**src/rtl/lr_pkg.sv**
```systemverilog
// lr_pkg: coordinate width, request/result payload types and rasterizer state
// for the line rasterizer. No dependencies.
`default_nettype none

package lr_pkg;

	localparam int COORD_BITS = 12;
	// err_term, inc_straight and inc_diagonal widths follow from COORD_BITS
	localparam int ERR_BITS   = COORD_BITS + 4;
	localparam int INC_S_BITS = COORD_BITS + 2;
	localparam int INC_D_BITS = COORD_BITS + 3;

	localparam logic REQ_START = 1'b0;
	localparam logic REQ_NEXT  = 1'b1;

	typedef logic signed [COORD_BITS-1:0] coord_t;

	typedef struct packed {
		logic   req_type;
		coord_t x_start;
		coord_t y_start;
		coord_t x_end;
		coord_t y_end;
	} lr_req_t;

	typedef struct packed {
		coord_t pixel_x;
		coord_t pixel_y;
		logic   last;
		logic   valid_res;
	} lr_res_t;

	typedef struct packed {
		coord_t                       cur_x;
		coord_t                       cur_y;
		coord_t                       major_end;
		logic signed [ERR_BITS-1:0]   err_term;
		logic [INC_S_BITS-1:0]        inc_straight;
		logic signed [INC_D_BITS-1:0] inc_diagonal;
		logic                         minor_down;
		logic                         steep;
		logic                         active;
	} lr_state_t;

endpackage

`default_nettype wire

```
**src/rtl/line_rasterizer.sv**
```systemverilog
// line_rasterizer: top level, input register, rasterizer state and result register.
// Depends on lr_pkg and lr_step.
//
//   channel | handshake            | payload
//   --------+----------------------+----------------
//   request | req_valid/req_stall  | req (lr_req_t)
//   result  | res_valid/res_stall  | res (lr_res_t)
//
// One transaction per clock sustained while the result is not stalled; a taken request
// loads the input register, and the result register loads from it once the slot is free.
// The whole setup or midpoint step sits between those two registers.
// arst_n clears the rasterizer state (no line active) and both valid flags.
// A stalled result holds the input register; req_stall rises only then.
`default_nettype none

module line_rasterizer
	import lr_pkg::*;
(
	input  wire     clk,
	input  wire     arst_n,
	input  wire     req_valid,
	output logic    req_stall,
	input  lr_req_t req,
	output logic    res_valid,
	input  wire     res_stall,
	output lr_res_t res
);

	lr_req_t   req_s1;
	logic      vld_s1;
	lr_res_t   res_q;
	logic      res_vld_q;
	lr_state_t state_q;
	lr_state_t state_nxt;
	lr_res_t   step_res;
	logic      adv, take;

	lr_step u_step (
		.st  (state_q),
		.req (req_s1),
		.nxt (state_nxt),
		.res (step_res)
	);

	assign adv       = vld_s1 && (!res_vld_q || !res_stall);
	assign req_stall = vld_s1 && !adv;
	assign take      = req_valid && !req_stall;
	assign res_valid = res_vld_q;
	assign res       = res_q;

	always_ff @(posedge clk or negedge arst_n) begin
		if (!arst_n) begin
			vld_s1    <= 1'b0;
			res_vld_q <= 1'b0;
			state_q   <= '0;
		end else begin
			if (take)
				vld_s1 <= 1'b1;
			else if (adv)
				vld_s1 <= 1'b0;
			if (adv) begin
				res_vld_q <= 1'b1;
				state_q   <= state_nxt;
			end else if (!res_stall) begin
				res_vld_q <= 1'b0;
			end
		end
	end

	always_ff @(posedge clk) begin
		if (take)
			req_s1 <= req;
		if (adv)
			res_q <= step_res;
	end

endmodule

`default_nettype wire

```
**src/rtl/lr_step.sv**
```systemverilog
// lr_step: combinational line setup and one midpoint step.
// Produces the next rasterizer state and the result for one request. Uses lr_pkg.
`default_nettype none

module lr_step
	import lr_pkg::*;
(
	input  lr_state_t st,
	input  lr_req_t   req,
	output lr_state_t nxt,
	output lr_res_t   res
);

	coord_t                     x0, y0, x1, y1;
	coord_t                     fx0, fy0, fx1, fy1;
	logic signed [COORD_BITS:0] dx_s, dy_s;
	logic [COORD_BITS:0]        dx_abs, dy_abs, dmaj, dmin;
	logic signed [ERR_BITS-1:0] dmaj_e, dmin_e, inc_d_full;
	logic signed [ERR_BITS-1:0] inc_d_e, inc_s_e;
	logic                       steep_n, keep, diag, fin;
	coord_t                     major;
	lr_state_t                  cand;

	always_comb begin
		x0 = req.x_start;
		y0 = req.y_start;
		x1 = req.x_end;
		y1 = req.y_end;
		dx_s = {x1[COORD_BITS-1], x1} - {x0[COORD_BITS-1], x0};
		dy_s = {y1[COORD_BITS-1], y1} - {y0[COORD_BITS-1], y0};
		dx_abs = dx_s[COORD_BITS] ? unsigned'(-dx_s) : unsigned'(dx_s);
		dy_abs = dy_s[COORD_BITS] ? unsigned'(-dy_s) : unsigned'(dy_s);
		steep_n = dx_abs < dy_abs;
		keep = steep_n ? (y0 < y1) : (x0 < x1);
		// major axis must increase from first to last pixel
		fx0 = keep ? x0 : x1;
		fy0 = keep ? y0 : y1;
		fx1 = keep ? x1 : x0;
		fy1 = keep ? y1 : y0;
		dmaj = steep_n ? dy_abs : dx_abs;
		dmin = steep_n ? dx_abs : dy_abs;
		dmaj_e = ERR_BITS'(dmaj);
		dmin_e = ERR_BITS'(dmin);
		inc_d_full = (dmin_e - dmaj_e) <<< 1;

		inc_d_e = ERR_BITS'(st.inc_diagonal);
		inc_s_e = ERR_BITS'(st.inc_straight);
		// shallow lines go diagonal on err >= 0, steep ones only on err > 0
		diag = st.steep ? (!st.err_term[ERR_BITS-1] && (st.err_term != '0))
		                : !st.err_term[ERR_BITS-1];

		cand = st;
		if (req.req_type == REQ_START) begin
			cand.cur_x        = fx0;
			cand.cur_y        = fy0;
			cand.steep        = steep_n;
			cand.major_end    = steep_n ? fy1 : fx1;
			cand.minor_down   = steep_n ? (fx1 < fx0) : (fy1 < fy0);
			cand.err_term     = (dmin_e <<< 1) - dmaj_e;
			cand.inc_straight = {dmin, 1'b0};
			cand.inc_diagonal = INC_D_BITS'(inc_d_full);
		end else begin
			cand.err_term = st.err_term + (diag ? inc_d_e : inc_s_e);
			if (st.steep) begin
				cand.cur_y = st.cur_y + COORD_BITS'(1);
				if (diag)
					cand.cur_x = st.minor_down ? st.cur_x - COORD_BITS'(1)
					                           : st.cur_x + COORD_BITS'(1);
			end else begin
				cand.cur_x = st.cur_x + COORD_BITS'(1);
				if (diag)
					cand.cur_y = st.minor_down ? st.cur_y - COORD_BITS'(1)
					                           : st.cur_y + COORD_BITS'(1);
			end
		end

		major = cand.steep ? cand.cur_y : cand.cur_x;
		fin = major >= cand.major_end;
		cand.active = !fin;

		if (req.req_type == REQ_NEXT && !st.active) begin
			nxt = st;
			res = '0;
		end else begin
			nxt = cand;
			res.pixel_x   = cand.cur_x;
			res.pixel_y   = cand.cur_y;
			res.last      = fin;
			res.valid_res = 1'b1;
		end
	end

endmodule

`default_nettype wire

```
**config.mk**
```make
export PLATFORM = sky130hd
export DESIGN_NAME = line_rasterizer
export DESIGN_NICKNAME = d
export VERILOG_FILES = /design/src/rtl/lr_pkg.sv /design/src/rtl/line_rasterizer.sv /design/src/rtl/lr_step.sv
export SDC_FILE = /design/constraint.sdc
export NUM_CORES = 1
export LEC_CHECK = 0
export BUFFER_PORTS_ARGS = -buffer_cell sky130_fd_sc_hd__buf_4
export CAP_MARGIN = 20
export CORE_UTILIZATION = 50
export CTS_CLUSTER_SIZE = 16
export DETAILED_ROUTE_END_ITERATION = 8
export PLACE_DENSITY = 0.68
export SYNTH_ARGS = -nofsm -noshare
export SYNTH_HDL_FRONTEND = slang
export SYNTH_SLANG_ARGS = --single-unit
```
**constraint.sdc**
```tcl
create_clock -name clk -period 9.2 [get_ports clk]
set_input_delay 2.3 -clock clk [delete_from_list [all_inputs] [get_ports clk]]
set_output_delay 2.3 -clock clk [all_outputs]
set_load 0.02 [all_outputs]
```
# Word level (Yosys, flattened, before mapping)
# Index checks and enable logic that the tools add are counted.
# Widths: inputs -> output; s select.
[classes]
n_shift = 0
bitwise = 2
n_div = 0
n_eq_ne = 1
mul = 0
n_mux = 28
n_reduce_logical = 17
n_addsub = 11
order_cmp = 6
[ops]
columns = ["operator", "n"]
rows = [
  ["$mux 12", 11],
  ["$mux 13", 4],
  ["$lt 12x12->1", 4],
  ["$mux 24", 2],
  ["$mux 16", 2],
  ["$neg 13->13", 2],
  ["$sub 12x12->13", 2],
  ["$add 12x2->12 const B", 2],
  ["$sub 12x2->12 const B", 2],
  ["$add 16x16->16", 1],
  ["$reduce_bool 16->1", 1],
  ["$sub 14x13->15", 1],
  ["$sub 13x13->14", 1],
  ["$lt 13x13->1", 1],
  ["$ge 12x12->1", 1],
  ["$mux 1", 9],
  ["$logic_not 1->1", 7],
  ["$logic_and 1x1->1", 5],
  ["$reduce_and 3->1", 1],
  ["$ne 2x1->1 const B", 1],
  ["$not 1->1", 2],
  ["$reduce_and 2->1", 1],
  ["$reduce_bool 2->1", 1],
  ["$logic_or 1x1->1", 1],
]
[totals]
out_inout_bits = 28
inputBits = 53
memories = 0
elab_cells = 85
ramBits = 0
latch_bits = 0
mem_bits_ro = 0
regBits = 159

# Logic depth before layout (Yosys ltp)
[logic_depth]
ltp_word = 10
mapped_depth = 45

# Hierarchy
# A second synthesis with hierarchy kept.
[hier_totals]
hier_cells = 1662
hier_area_um2 = 14651.6
[modules_own_cells]
columns = ["module", "cells_per_inst", "area_per_inst_um2", "n_inst"]
rows = [
  ["lr_step", 1402, 8936.1, 1],
  ["line_rasterizer", 260, 5715.5, 1],
]

# Worst setup path before layout
# OpenSTA, ideal clock, no wires.
[synth_path]
kind = "register to register"
startpoint = "register req_s1[12] (netlist bit)"
endpoint = "register state_q[47] (netlist bit)"
slack_ns = 1.433
synth_period_minus_slack_ns = 7.767
path_stages_with_launch = 42
setup_time_ns = 0.132
path_buffers = 3
t_arrival_ns = 7.635
required_time_ns = 9.068
cell_sequence = "edfxtp_1 inv_1 ha_1 fa_1 nand2b_1 a21oi_1 a31oi_1 nor3_1 a2bb2oi_1 clkbuf_1 nand2_1 o21ai_0 inv_1 ha_1 nor2b_1 o21a_1 o21ai_0 a21oi_1 (+6 left out) a21o_1 inv_1 fa_1 nor2b_1 o21ai_0 a21boi_0 o21ai_0 a21boi_0 o21ai_0 a21boi_0 o21ai_0 a21boi_0 o21a_1 o21ai_0 a31oi_1 nand3b_1 a21oi_1 a21oi_1"
[synth_via]
elab_chain_len = 7
word_cells_on_any_way = 8
cone_classes = "3 x add/sub; 1 x order compare; 4 x mux"
[synth_lines]
columns = ["element", "line", "rtl"]
rows = [
  ["start, declared", "line_rasterizer.sv:29", "lr_req_t req_s1;"],
  ["start signal, assigned", "line_rasterizer.sv:72", "req_s1 <= req;"],
  ["$sub 12x12->13 *", "lr_step.sv:29", "dx_s = {x1[COORD_BITS-1], x1} - {x0[COORD_BITS-1], x0};"],
  ["$neg 13->13", "lr_step.sv:31", "dx_abs = dx_s[COORD_BITS] ? unsigned'(-dx_s) : unsigned'(dx_s);"],
  ["$mux 13 *", "lr_step.sv:31", ""],
  ["$lt 13x13->1", "lr_step.sv:33", "steep_n = dx_abs < dy_abs;"],
  ["$mux 13, on equally long branches", "lr_step.sv:41, lr_step.sv:40", ""],
  ["$sub 14x13->15 *", "lr_step.sv:59", "cand.err_term = (dmin_e <<< 1) - dmaj_e;"],
  ["$mux 16 *", "lr_step.sv:53", "if (req.req_type == REQ_START) begin"],
  ["end signal, assigned", "line_rasterizer.sv:63", "state_q <= state_nxt;"],
  ["end, declared", "line_rasterizer.sv:33", "lr_state_t state_q;"],
]
# Mark *: on every way between the ends. The rest lies on a longest branch, timed or not.
# A chain may end at the register's enable or synchronous reset.

# Final worst setup path
# Ends and elaborated chain as after synthesis.

==> impl_metrics.json <==
{
  "status": "finished clean",
  "synth_nets": 1729,
  "cts_buffer_depth": 2,
  "cts_root_buffer": "clkbuf_16",
  "synth_fa_ha_area_share_pct": 8.68,
  "fin_crit_sh_pct": 93.0,
  "nNetsFinal": 1775,
  "grtUsageMet3_pct": 4.90,
  "fp.dieH_um": 164,
  "ys.flop_type": "dfrtp_1",
  "whs_ns": 0.473,
  "mappedNetlistArea_mm2": 0.0131,
  "yosys.cell_count.top_type": "nand2_1",
  "timing.final.ws_setup_ns": 0.643,
  "synth_edf_count": 75,
  "max_freq_mhz": 117,
  "yosys_warnings": 0,
  "cpPeakStageDelay_ns": 0.47,
  "yosysTopAreaCell": "edfxtp_1",
  "busiest_layer": "met2",
  "seq_area_frac_synth_pct": 33.1,
  "min_period_ns": 8.56,
  "grt.overflow.total": 0,
  "clkSinkCount": 159,
  "setup_viol": 0,
  "synth_top_family_by_area": "compound AO/OA/AOI/OAI gates",
  "crit_cells": 40,
  "max_cap_viol_count": 0,
  "port_buffers": 80,
  "synth_xor_area_share_pct": 6.03,
  "synthMuxAreaShare_pct": 5.69,
  "crit_path_top_delay_cell": "a21oi_1",
  "cp.buffers_inverters": 5,
  "gp_congestion": 0.959,
  "dp_hpwl_um": 29400,
  "slew-limit-headroom_pct": 37.0,
  "p_leak_nw": 6.39,
  "yosysTopAreaCellShare_pct": 17.1,
  "synth.top_cells.by_area": "edfxtp_1 (17%), dfrtp_1 (16%), ha_1 (7.9%)",
  "hold_viol_final": 0,
  "io_pins": 81,
  "use_met2_pct": 45.8,
  "finalWirelength_um": 38500,
  "worstPathArrival_ns": 8.86,
  "antenna_left": 0,
  "synth_commonest_cells": "nand2_1 (270), o21ai_0 (120), a21oi_1 (114)",
  "path_class": "register to register",
  "vias_per_cell": 6.01,
  "synth-compound-area-share_pct": 20.8,
  "antennaDiodeCount": 0,
  "met1_usage_pct": 40.6,
  "synthesis.instances": 1589,
  "crit_required_ns": 9.50,
  "ir_drop_mv": 0.202,
  "cp-start-kind": "register",
  "core_area_mm2": 0.0255,
  "syn_to_final_growth_pct": 11.7,
  "slew_violations": 0,
  "tritoncts.num_buffers": 17,
  "place_ws_ns": 0.676,
  "ys_seq_elements": 159,
  "clock_latency_ns": 0.44,
  "path_max_fanout": 34,
  "powerDensity_mw_per_mm2": 396,
  "r2r_cells": 40,
  "synth-simple-area-share_pct": 20.8,
  "end_kind": "register",
  "ys_async_sr_fraction_pct": 52.8,
  "cpMostUsedCell": "o21ai_0",
  "grt_pass1_vias": 10800,
  "dieArea_mm2": 0.0269,
  "clkTransAtPathRegs_ns": 0.07,
  "holdPathStages": 2,
  "die_x_um": 164,
  "ys_types": 89,
  "drive_above_1_share_pct": 11.8,
  "rsz0062_at_grt": "false",
  "drt_iter0_markers": 956,
  "rows": 58,
  "vias": 11900,
  "antenna_found_initial": 1,
  "track_usage_pct": 29.2,
  "htreeDepth": 4,
  "grt_pass1_wl_um": 59400,
  "grt_max_degree": 64,
  "drtPass1Iterations": 6,
  "crit_family": "compound AO/OA/AOI/OAI gates",
  "tightest_slew_ns": 0.945,
  "hold_class": "register to register",
  "cts_tree": "yes",
  "start_util_pct": 51.6,
  "fin_skew_ns": 0.0162,
  "synth.avg_cell_area_um2": 8.27,
  "avgRoutedWirePerCell_um": 19.5,
  "drc": 0,
  "finalSetupTns_ns": 0
}
==> final timing paths <==
| path | startpoint | to | slack (ns) |
|---|---|---|---|
| hold reg to reg | state_q[25] | state_q[25] | 0.47 |
| setup reg to reg | req_s1[12] | state_q[47] | 0.64 |
| setup / recovery | req_s1[12] | state_q[47] | 0.64 |
| min in group asynchronous | arst_n | state_q[13] | 1.74 |
| hold / removal | state_q[25] | state_q[25] | 0.47 |
| max in group asynchronous | arst_n | state_q[55] | 6.31 |
==> power breakdown <==
group,switching [W],total (W),internal (W)
sequential,0.000244,0.00123,0.000985
combinational,0.00228,0.00383,0.00155
clock,0.000336,0.000748,0.000412
total,0.00286,0.00581,0.00294
==> logic make-up (layout without fill, tap and decap cells) <==
logic type / Yosys count / after routing
multiplexers: 72 / 72
XOR/XNOR: 87 / 87
AND/OR/NAND/NOR: 592 / 592
AO/OA/AOI/OAI: 425 / 425
buffers and inverters: 165 / 224
flip-flops: 159 / 159
adder cells (fa/ha/maj): 89 / 89
==> area by class of cell <==
class	instances	area (µm²)
clock buffers	18	429
flip-flops and latches	159	4350
inverters	87	327
clock inverters	14	173
fillers	2312	10800
well taps	330	413
repair buffers	105	825
multi-input cells	1265	8160
==> sequential cells by signal (all words and copies together) (netlist names) <==
signal	cells
res	26
state_q	82
req_s1	49
vld_s1	1
res_valid	1
==> layer usage <==
layer	vias to the layer above	wire length (µm)
li1	5764	-
met1	5589	17300
met2	459	17600
met3	75	2650
met4	2	1040
met5	-	12
==> layout by cell type, fill, tap and decap left out, types with 23 or more instances in the layout <==
cell      instances
nand2_1         269
o21ai_0         119
a21oi_1         113
nor2_1          109
buf_4           102
inv_1            86
dfrtp_1          84
ha_1             83
edfxtp_1         75
xnor2_1          55
mux2i_1          50
nand3_1          41
nor3_1           33
xor2_1           28
nand2b_1         24
o22ai_1          23
and2_1           23
==> worst min-delay path: stages, from the launching register on <==
cell	delay (ns)
dfrtp_1	0.34
nand2_1	0.05
nand2_1	0.05
==> per-stage QoR <==
| step | total power, W | area [µm²] | cells | util (%) |
|---|---|---|---|---|
| final | 0.00581 | 14700 | 1978 | 57.6 |
| after global routing | 0.00626 | 14700 | 1978 | 57.6 |
| after CTS | 0.00572 | 14600 | 1972 | 57.3 |
| after detailed placement | 0.00495 | 14000 | 1940 | 54.9 |
| after global placement | 0.00490 | 14000 | 1940 | 54.9 |
| after floorplan | 0.00401 | 13100 | 1589 | - |
==> what timing repair did <==
item                                    CTS  global route
buffers inserted                          0             4
hold buffers                              0             0
endpoints found under the hold margin     0             0
resized for setup                         0             3
endpoints found under the setup margin    0             1
Note: power is estimated with default switching activity, not from simulation.
